### config.mk
export PLATFORM = sky130hd
export DESIGN_NAME = lru_object_cache_directory
export DESIGN_NICKNAME = d
export VERILOG_FILES = /design/src/design/locd_pkg.sv /design/src/design/locd_ram.sv /design/src/design/lru_object_cache_directory.sv
export SDC_FILE = /design/constraint.sdc
export NUM_CORES = 1
export LEC_CHECK = 0
export BUFFER_PORTS_ARGS = -buffer_cell sky130_fd_sc_hd__buf_2
export CAP_MARGIN = 20
export CORE_ASPECT_RATIO = 2
export CORE_MARGIN = 2
export CORE_UTILIZATION = 62
export DETAILED_ROUTE_END_ITERATION = 7
export PLACE_DENSITY = 0.79
export SLEW_MARGIN = 20
export SYNTH_ARGS = -nofsm -noshare
export SYNTH_HDL_FRONTEND = slang
export SYNTH_SLANG_ARGS = --single-unit
### constraint.sdc
create_clock -name clk -period 9.77 [get_ports clk]
set_clock_uncertainty 0.1 [all_clocks]
set_input_delay 1.954 -clock clk [delete_from_list [all_inputs] [get_ports clk]]
set_output_delay 1.954 -clock clk [all_outputs]
set_load 0.005 [all_outputs]
### src/design/locd_pkg.sv
// Shared types and constants for the LRU object cache directory.
package locd_pkg;

	localparam int KEY_W   = 48;
	localparam int SIZE_W  = 21;
	localparam int IN_W    = 72;
	localparam int OUT_W   = 8;
	localparam int LINE_W  = 4;
	localparam int STAMP_W = 32;

	localparam logic [SIZE_W-1:0] LIMIT_RESET = 21'd102400;

	typedef enum logic [2:0] {
		ST_IDLE,
		ST_SRCH,
		ST_SCAN,
		ST_WRITE,
		ST_DONE
	} locd_state_t;

	typedef struct packed {
		logic              replaced;
		logic              stored;
		logic [LINE_W-1:0] line;
		logic              hit;
	} locd_result_t;

endpackage

### src/design/locd_ram.sv
// Generic single-port synchronous RAM with a registered read.
module locd_ram #(
	parameter int WIDTH = 32,
	parameter int DEPTH = 16
) (
	input  logic                     clk,
	input  logic                     we,
	input  logic [$clog2(DEPTH)-1:0] addr,
	input  logic [WIDTH-1:0]         wdata,
	output logic [WIDTH-1:0]         rdata
);

	logic [WIDTH-1:0] mem [DEPTH];

	always_ff @(posedge clk) begin
		if (we) begin
			mem[addr] <= wdata;
		end
		rdata <= mem[addr];
	end

endmodule

### src/design/lru_object_cache_directory.sv
// Top level of the LRU object cache directory: control sequencer around tag and stamp RAMs.
//
// Each input word on s_* carries a key and the byte size of the fetched object. The block
// looks the key up among the filled lines and returns one result word on m_* per request:
// hit flag, line number, stored flag and replaced flag. cfg_we with cfg_wdata sets the size
// limit; objects of that size or larger are never stored. Write it only while the block is idle.
// One request is handled at a time. The tag RAM is walked one line per cycle to look for a hit,
// and a miss with every line full also walks the stamp RAM one line per cycle to find the
// oldest line. The block returns to idle and accepts the next request once the result
// register loads. The single port of each RAM is why each walk reads one line at a time.
// Reset empties the directory, clears the use clock and restores the default size limit.
// The RAMs need no clearing pass. A finished result waits in the output register while the
// next request is taken in; if the receiver still stalls when the next result is ready, the
// block holds that result until the register frees.
module lru_object_cache_directory #(
	parameter int LINES    = 10,
	parameter int KEY_BITS = 48
) (
	input  logic                        clk,
	input  logic                        arst_n,
	input  logic                        cfg_we,
	input  logic [locd_pkg::SIZE_W-1:0] cfg_wdata,
	input  logic                        s_tvalid,
	output logic                        s_tready,
	input  logic [locd_pkg::IN_W-1:0]   s_tdata,   // key[47:0], object_size[68:48], zero fill
	output logic                        m_tvalid,
	input  logic                        m_tready,
	output logic [locd_pkg::OUT_W-1:0]  m_tdata    // hit, line[3:0], stored, replaced, zero fill
);

	import locd_pkg::*;

	localparam int IW = $clog2(LINES);
	localparam int CW = $clog2(LINES + 1);
	localparam logic [CW-1:0] LINES_C = CW'(LINES);

	locd_state_t         state_q, state_d;
	logic [CW-1:0]       rd_idx_q, rd_idx_d;
	logic                pend_q, pend_d;
	logic [IW-1:0]       cmp_idx_q, cmp_idx_d;
	logic [IW-1:0]       best_q, best_d;
	logic [STAMP_W-1:0]  best_stamp_q, best_stamp_d;
	logic                first_q, first_d;
	logic [KEY_BITS-1:0] key_q, key_d;
	logic [SIZE_W-1:0]   size_q, size_d;
	logic [IW-1:0]       slot_q, slot_d;
	logic                hit_q, hit_d;
	logic                stored_q, stored_d;
	logic                repl_q, repl_d;
	logic [CW-1:0]       fill_q, fill_d;
	logic [STAMP_W-1:0]  clock_q, clock_d;
	logic [SIZE_W-1:0]   max_q;
	locd_result_t        out_q;
	logic                out_valid_q;
	logic                out_load;

	logic                tag_we, stamp_we;
	logic [IW-1:0]       ram_addr;
	logic [KEY_BITS-1:0] tag_rdata;
	logic [STAMP_W-1:0]  stamp_rdata;
	logic [63:0]         key_wide;
	logic                match;
	logic                older;
	logic [IW-1:0]       cand_idx;
	logic [STAMP_W-1:0]  cand_stamp;

	assign key_wide = {{(64 - KEY_W){1'b0}}, s_tdata[KEY_W-1:0]};
	assign s_tready = (state_q == ST_IDLE);
	assign m_tvalid = out_valid_q;
	assign m_tdata  = {1'b0, out_q};

	assign match      = pend_q && (tag_rdata == key_q);
	assign older      = pend_q && (first_q || (stamp_rdata < best_stamp_q));
	assign cand_idx   = older ? cmp_idx_q : best_q;
	assign cand_stamp = older ? stamp_rdata : best_stamp_q;

	locd_ram #(.WIDTH(KEY_BITS), .DEPTH(LINES)) u_tag_ram (
		.clk   (clk),
		.we    (tag_we),
		.addr  (ram_addr),
		.wdata (key_q),
		.rdata (tag_rdata)
	);

	locd_ram #(.WIDTH(STAMP_W), .DEPTH(LINES)) u_stamp_ram (
		.clk   (clk),
		.we    (stamp_we),
		.addr  (ram_addr),
		.wdata (clock_q),
		.rdata (stamp_rdata)
	);

	always_comb begin
		state_d      = state_q;
		rd_idx_d     = rd_idx_q;
		pend_d       = pend_q;
		cmp_idx_d    = cmp_idx_q;
		best_d       = best_q;
		best_stamp_d = best_stamp_q;
		first_d      = first_q;
		key_d        = key_q;
		size_d       = size_q;
		slot_d       = slot_q;
		hit_d        = hit_q;
		stored_d     = stored_q;
		repl_d       = repl_q;
		fill_d       = fill_q;
		clock_d      = clock_q;
		tag_we       = 1'b0;
		stamp_we     = 1'b0;
		ram_addr     = rd_idx_q[IW-1:0];
		out_load     = 1'b0;
		unique case (state_q)
			ST_IDLE: begin
				if (s_tvalid) begin
					key_d    = key_wide[KEY_BITS-1:0];
					size_d   = s_tdata[KEY_W +: SIZE_W];
					rd_idx_d = '0;
					pend_d   = 1'b0;
					slot_d   = '0;
					hit_d    = 1'b0;
					stored_d = 1'b0;
					repl_d   = 1'b0;
					state_d  = ST_SRCH;
				end
			end
			ST_SRCH: begin
				if (match) begin
					hit_d   = 1'b1;
					slot_d  = cmp_idx_q;
					pend_d  = 1'b0;
					state_d = ST_WRITE;
				end else if (rd_idx_q < fill_q) begin
					pend_d    = 1'b1;
					cmp_idx_d = rd_idx_q[IW-1:0];
					rd_idx_d  = rd_idx_q + 1'b1;
				end else begin
					pend_d = 1'b0;
					if (size_q >= max_q) begin
						state_d = ST_DONE;
					end else if (fill_q < LINES_C) begin
						slot_d   = fill_q[IW-1:0];
						stored_d = 1'b1;
						state_d  = ST_WRITE;
					end else begin
						rd_idx_d = '0;
						first_d  = 1'b1;
						state_d  = ST_SCAN;
					end
				end
			end
			ST_SCAN: begin
				best_d       = cand_idx;
				best_stamp_d = cand_stamp;
				if (pend_q) begin
					first_d = 1'b0;
				end
				if (rd_idx_q < LINES_C) begin
					pend_d    = 1'b1;
					cmp_idx_d = rd_idx_q[IW-1:0];
					rd_idx_d  = rd_idx_q + 1'b1;
				end else begin
					pend_d   = 1'b0;
					slot_d   = cand_idx;
					stored_d = 1'b1;
					repl_d   = 1'b1;
					state_d  = ST_WRITE;
				end
			end
			ST_WRITE: begin
				ram_addr = slot_q;
				stamp_we = 1'b1;
				tag_we   = stored_q;
				clock_d  = clock_q + 1'b1;
				if (stored_q && !repl_q) begin
					fill_d = fill_q + 1'b1;
				end
				state_d = ST_DONE;
			end
			ST_DONE: begin
				if (!out_valid_q || m_tready) begin
					out_load = 1'b1;
					state_d  = ST_IDLE;
				end
			end
			default: begin
				state_d = ST_IDLE;
			end
		endcase
	end

	always_ff @(posedge clk or negedge arst_n) begin
		if (!arst_n) begin
			state_q     <= ST_IDLE;
			pend_q      <= 1'b0;
			fill_q      <= '0;
			clock_q     <= '0;
			max_q       <= LIMIT_RESET;
			out_valid_q <= 1'b0;
		end else begin
			state_q <= state_d;
			pend_q  <= pend_d;
			fill_q  <= fill_d;
			clock_q <= clock_d;
			if (cfg_we) begin
				max_q <= cfg_wdata;
			end
			if (out_load) begin
				out_valid_q <= 1'b1;
			end else if (m_tready) begin
				out_valid_q <= 1'b0;
			end
		end
	end

	always_ff @(posedge clk) begin
		rd_idx_q     <= rd_idx_d;
		cmp_idx_q    <= cmp_idx_d;
		best_q       <= best_d;
		best_stamp_q <= best_stamp_d;
		first_q      <= first_d;
		key_q        <= key_d;
		size_q       <= size_d;
		slot_q       <= slot_d;
		hit_q        <= hit_d;
		stored_q     <= stored_d;
		repl_q       <= repl_d;
		if (out_load) begin
			out_q.hit      <= hit_q;
			out_q.line     <= LINE_W'(slot_q);
			out_q.stored   <= stored_q;
			out_q.replaced <= repl_q;
		end
	end

`ifndef SYNTHESIS
	a_fill_bound: assert property (@(posedge clk) disable iff (!arst_n)
		fill_q <= LINES_C)
		else $error("fill count exceeds the number of lines");

	a_clock_step: assert property (@(posedge clk) disable iff (!arst_n)
		(state_q == ST_WRITE) |=> (clock_q == $past(clock_q) + 1'b1))
		else $error("use clock did not advance after a stamp write");

	a_clock_hold: assert property (@(posedge clk) disable iff (!arst_n)
		(state_q != ST_WRITE) |=> (clock_q == $past(clock_q)))
		else $error("use clock moved without a stamp write");

	a_replace_full: assert property (@(posedge clk) disable iff (!arst_n)
		(out_load && repl_q) |-> (fill_q == LINES_C))
		else $error("replacement reported while free lines remain");

	a_result_kind: assert property (@(posedge clk) disable iff (!arst_n)
		out_load |-> !(hit_q && stored_q) && !(repl_q && !stored_q))
		else $error("inconsistent result flags");
`endif

endmodule
==> reports/qor.yml <==
min_delay_worst_endpoint: "best_stamp_q[5]"
required_ns: 10.17
switching_power_uw: 3640
grt_first_pass_wirelength_um: 126000
grt_most_used_layer: "met2"
grt_util_met3_pct: 4.09
finish.instance_area_mm2: 0.0449
clk_pin_slew_worst_paths_ns: 0.07
cp-start-kind: "flip-flop"
final.min_clock_period_ns: 4.29
clockBufferDepth: 3
floorplan.io_pins: 108
synth_largest_type_area_fraction_pct: 69.2
placedInstanceArea_mm2: 0.0419
startpoint_of_the_worst_slack_reg_to_reg_timing_path: "state_q[0]"
min_from: "u_stamp_ram.rdata[5]"
worstHoldPathCells: 0
clock_sinks: 1070
worstSkewPairLatency_ns: 0.66
post_cts.repair.setup_buffers: 0
syn-num-nets: 2228
final_common_cell: "sky130_fd_sc_hd__edfxtp_1"
share_of_synthesized_registers_carrying_an_async_set_or_reset_pct: 5.79
via_density_per_instance: 6.27
finalSetupTns_ns: 0
post_drt_wl_per_cell_um: 26.4
drive_above_1_share_pct: 21.1
rr_endpoint: "u_tag_ram.rdata[14]"
grt_antenna_before_repair: 3
power_frac_clock_pct: 28.6
pwr_density_cell_mw_per_mm2: 280
globalRoute.totalOverflow: 0
drv.max_cap_violation_count: 0
reg2reg_slack_ns: 5.48
die-height_um: 364
area_growth_pct: 11.5
numPortBuffers: 103
number_of_enable_flip_flop_cells_after_synthesis: 928
combPwrFrac_pct: 25.1
yosys.area_share.adder_pct: 1.80
multi_input_area_mm2: 0.00880
seq_area_frac_synth_pct: 77.0
fp.coreArea_mm2: 0.0646
drt_iter0_drc: 1836
slew_headroom_pct: 32.0
gate_count_post_synth: 2072
cts_tree: "yes"
postSynthRegisterBits: 1070
worst_ir_drop_vdd_v: 0.000266
min-delay-path-class: "reg2reg"
layout.nets: 2368
synth-main-ff-cell: "sky130_fd_sc_hd__edfxtp_1"
power.sequential.fraction_pct: 46.3
transition_time_at_the_pin_with_the_least_slew_margin_ns: 1.02
worst_path_dominant_cell_family: "simple AND/OR/NAND/NOR gates"
path_cells: "and3b_1 -> nand2_1 -> nand2_4 -> buf_4 -> mux4_2 -> a22oi_1 -> o21ai_1"
floorplan.initialDensity_pct: 62.4
depth_of_the_cts_h_tree: 3
tritoncts.num_buffers: 85
worst-endpoint-arrival_ns: 4.69
total_wirelength_um: 83200
detail_route.first_pass.iterations: 7
swShare_pct: 29.0
hold_viol: 0
fin_crit_sh_pct: 43.9
grtUsageMet2_pct: 47.5
f_max_mhz: 233
clock_tree.root_cell: "sky130_fd_sc_hd__clkbuf_16"
first_global_vias: 21377
worstPathBufferInverterCount: 1
fin_hold_ws_ns: 0.340
timing_worst_setup_path_type: "reg2reg"
synthMuxAreaShare_pct: 11.3
die-area_mm2: 0.0671
cp_slowest_stage_delay_ns: 0.86
gp_congestion: 0.810
post_cts_hold_buffer_count: 0
sequential_cell_area_mm2: 0.0310
synth_xor_xnor_area_share_pct: 1.80
fillcell_total: 3842
die-width_um: 184
worst_setup_path_end_kind: "flip-flop"
reg2regPathDepth: 7
antenna_cells: 0
rows: 132
yosysUniqueCellTypes: 65
syn-mean-instance-area_um2: 19.4
hpwl_um: 44800
internal-power_uw: 8940
antenna_violating_nets_post_route: 0
grt.met1_usage_pct: 29.4
rsz_0062_raised_after_global_routing: "no"
final_cell_mix: "sky130_fd_sc_hd__edfxtp_1, sky130_fd_sc_hd__mux4_2, sky130_fd_sc_hd__buf_2"
outcome: "complete, no violations"
via_count: 19784
grt_max_degree: 113
placed_cells: 2996
ys_top_cells_by_area: "sky130_fd_sc_hd__edfxtp_1, sky130_fd_sc_hd__mux4_2, sky130_fd_sc_hd__dfxtp_1"
drv_slew: 0
yosys.area_share.simple_pct: 2.50
setup_violations: 0
grt_usage_pct: 25.9
slowest_stage: "sky130_fd_sc_hd__buf_4"
detail_route.drc_violations: 0
cts.repair.resized: 0
synth_compound_gate_area_share_pct: 4.05
fin_cells: 3156
yosys_warning_count: 0
area_of_the_mapped_netlist_mm2: 0.0403
synth_top_area_cell: "sky130_fd_sc_hd__edfxtp_1"
combinational_family_with_the_most_area_after_synthesis: "multiplexers"
leakage_uw: 0.0154
critPathMaxFanout: 60
[power by group through the flow]
stage                     clock [uW]  combinational (uW)  sequential [uW]
after floorplan                    0                2350             5800
after global placement             0                3080             5880
after detailed placement           0                3160             5920
after CTS                       3650                3190             5820
after global routing            3820                3410             5870
final                           3600                3150             5820
[kinds of logic (layout without fill, tap and decap cells)]
group	after synthesis	count (layout)
and+or+nand+nor	204	204
other	1	1
muxes	253	253
DFF	1070	1070
adders and majority gates	58	58
buffers and inverters	148	361
xor gates and xnor gates	83	83
AOI/OAI and AO/OA	255	255
[state kept, by name, indices dropped and copies added, names as in the netlist, 3 cells and up]
register           cells
rd_idx_q               4
slot_q                 4
best_q                 4
state_q                3
clock_q               32
key_q                 48
fill_q                 4
m_tdata                7
size_q                21
u_tag_ram.mem        480
cmp_idx_q              4
max_q                 21
u_stamp_ram.mem      320
u_stamp_ram.rdata     32
best_stamp_q          32
u_tag_ram.rdata       48
[metal layers]
| layer | part of all wire [%] | wire [um] |
|---|---|---|
| met5 | 0.016 | 13 |
| met4 | 4.6 | 3800 |
| met3 | 5.8 | 4820 |
| met2 | 55 | 46000 |
| met1 | 34 | 28600 |
[cell usage after synthesis, types with 2 or more instances]
master                      instances
sky130_fd_sc_hd__dfstp_2            3
sky130_fd_sc_hd__o2bb2ai_2          4
sky130_fd_sc_hd__mux2_4             4
sky130_fd_sc_hd__o21ai_1           80
sky130_fd_sc_hd__nor4_1             7
sky130_fd_sc_hd__mux4_2           160
sky130_fd_sc_hd__o31ai_1            2
sky130_fd_sc_hd__ha_1              58
sky130_fd_sc_hd__a211oi_1           5
sky130_fd_sc_hd__a21o_1             7
sky130_fd_sc_hd__o21ai_0           33
sky130_fd_sc_hd__a22oi_1           80
sky130_fd_sc_hd__nor2b_1            5
sky130_fd_sc_hd__buf_1              6
sky130_fd_sc_hd__nand3_1           14
sky130_fd_sc_hd__dfrtp_1           59
sky130_fd_sc_hd__or4_1              2
sky130_fd_sc_hd__inv_1             62
sky130_fd_sc_hd__clkbuf_1          47
sky130_fd_sc_hd__inv_2              3
sky130_fd_sc_hd__a21o_2             2
sky130_fd_sc_hd__xnor2_1           54
sky130_fd_sc_hd__o211ai_1           3
sky130_fd_sc_hd__and4_1             2
sky130_fd_sc_hd__mux2i_1           88
sky130_fd_sc_hd__nor4b_1            2
sky130_fd_sc_hd__xor2_1            29
sky130_fd_sc_hd__nand2_1           69
sky130_fd_sc_hd__a21oi_1           25
sky130_fd_sc_hd__nand2b_1           5
sky130_fd_sc_hd__buf_2             27
sky130_fd_sc_hd__edfxtp_1         928
sky130_fd_sc_hd__nand4_1           22
sky130_fd_sc_hd__and2_1             7
sky130_fd_sc_hd__nor3_1            18
sky130_fd_sc_hd__dfxtp_1           80
sky130_fd_sc_hd__and3_1             5
sky130_fd_sc_hd__buf_4              3
sky130_fd_sc_hd__nor2_1            36
[through the flow]
step	power, uW	worst slack, ns	utilization [%]
6_report	12600	5.48	69.6
5_1_grt	13100	5.28	69.6
4_1_cts	12700	5.43	69.6
3_5_place_dp	9080	5.47	65.0
3_3_place_gp	8960	5.60	65.0
2_1_floorplan	8150	2.95	-
[worst max path at each step]
stage | startpoint | end | slack (ns) | depth (start not counted)
2_1_floorplan | state_q[1] | u_tag_ram.mem[0][0] | 2.95 | 8
3_3_place_gp | state_q[2] | u_tag_ram.mem[0][3] | 5.60 | 6
3_5_place_dp | state_q[0] | u_tag_ram.mem[1][24] | 5.47 | 6
4_1_cts | state_q[0] | u_tag_ram.mem[1][4] | 5.43 | 6
5_1_grt | state_q[0] | u_tag_ram.rdata[14] | 5.28 | 7
6_report | state_q[0] | u_tag_ram.rdata[14] | 5.48 | 7
[area by class of cell]
class                      instances  area share [%]
clock buffer                     122            5.59
sequential                      1070            69.1
multi-input combinational        854            19.6
clock inverter                    38            1.01
inverter                          65           0.543
tap                              871            2.43
timing repair buffer             136            1.76
No activity file was read; power rests on OpenSTA's default activity.
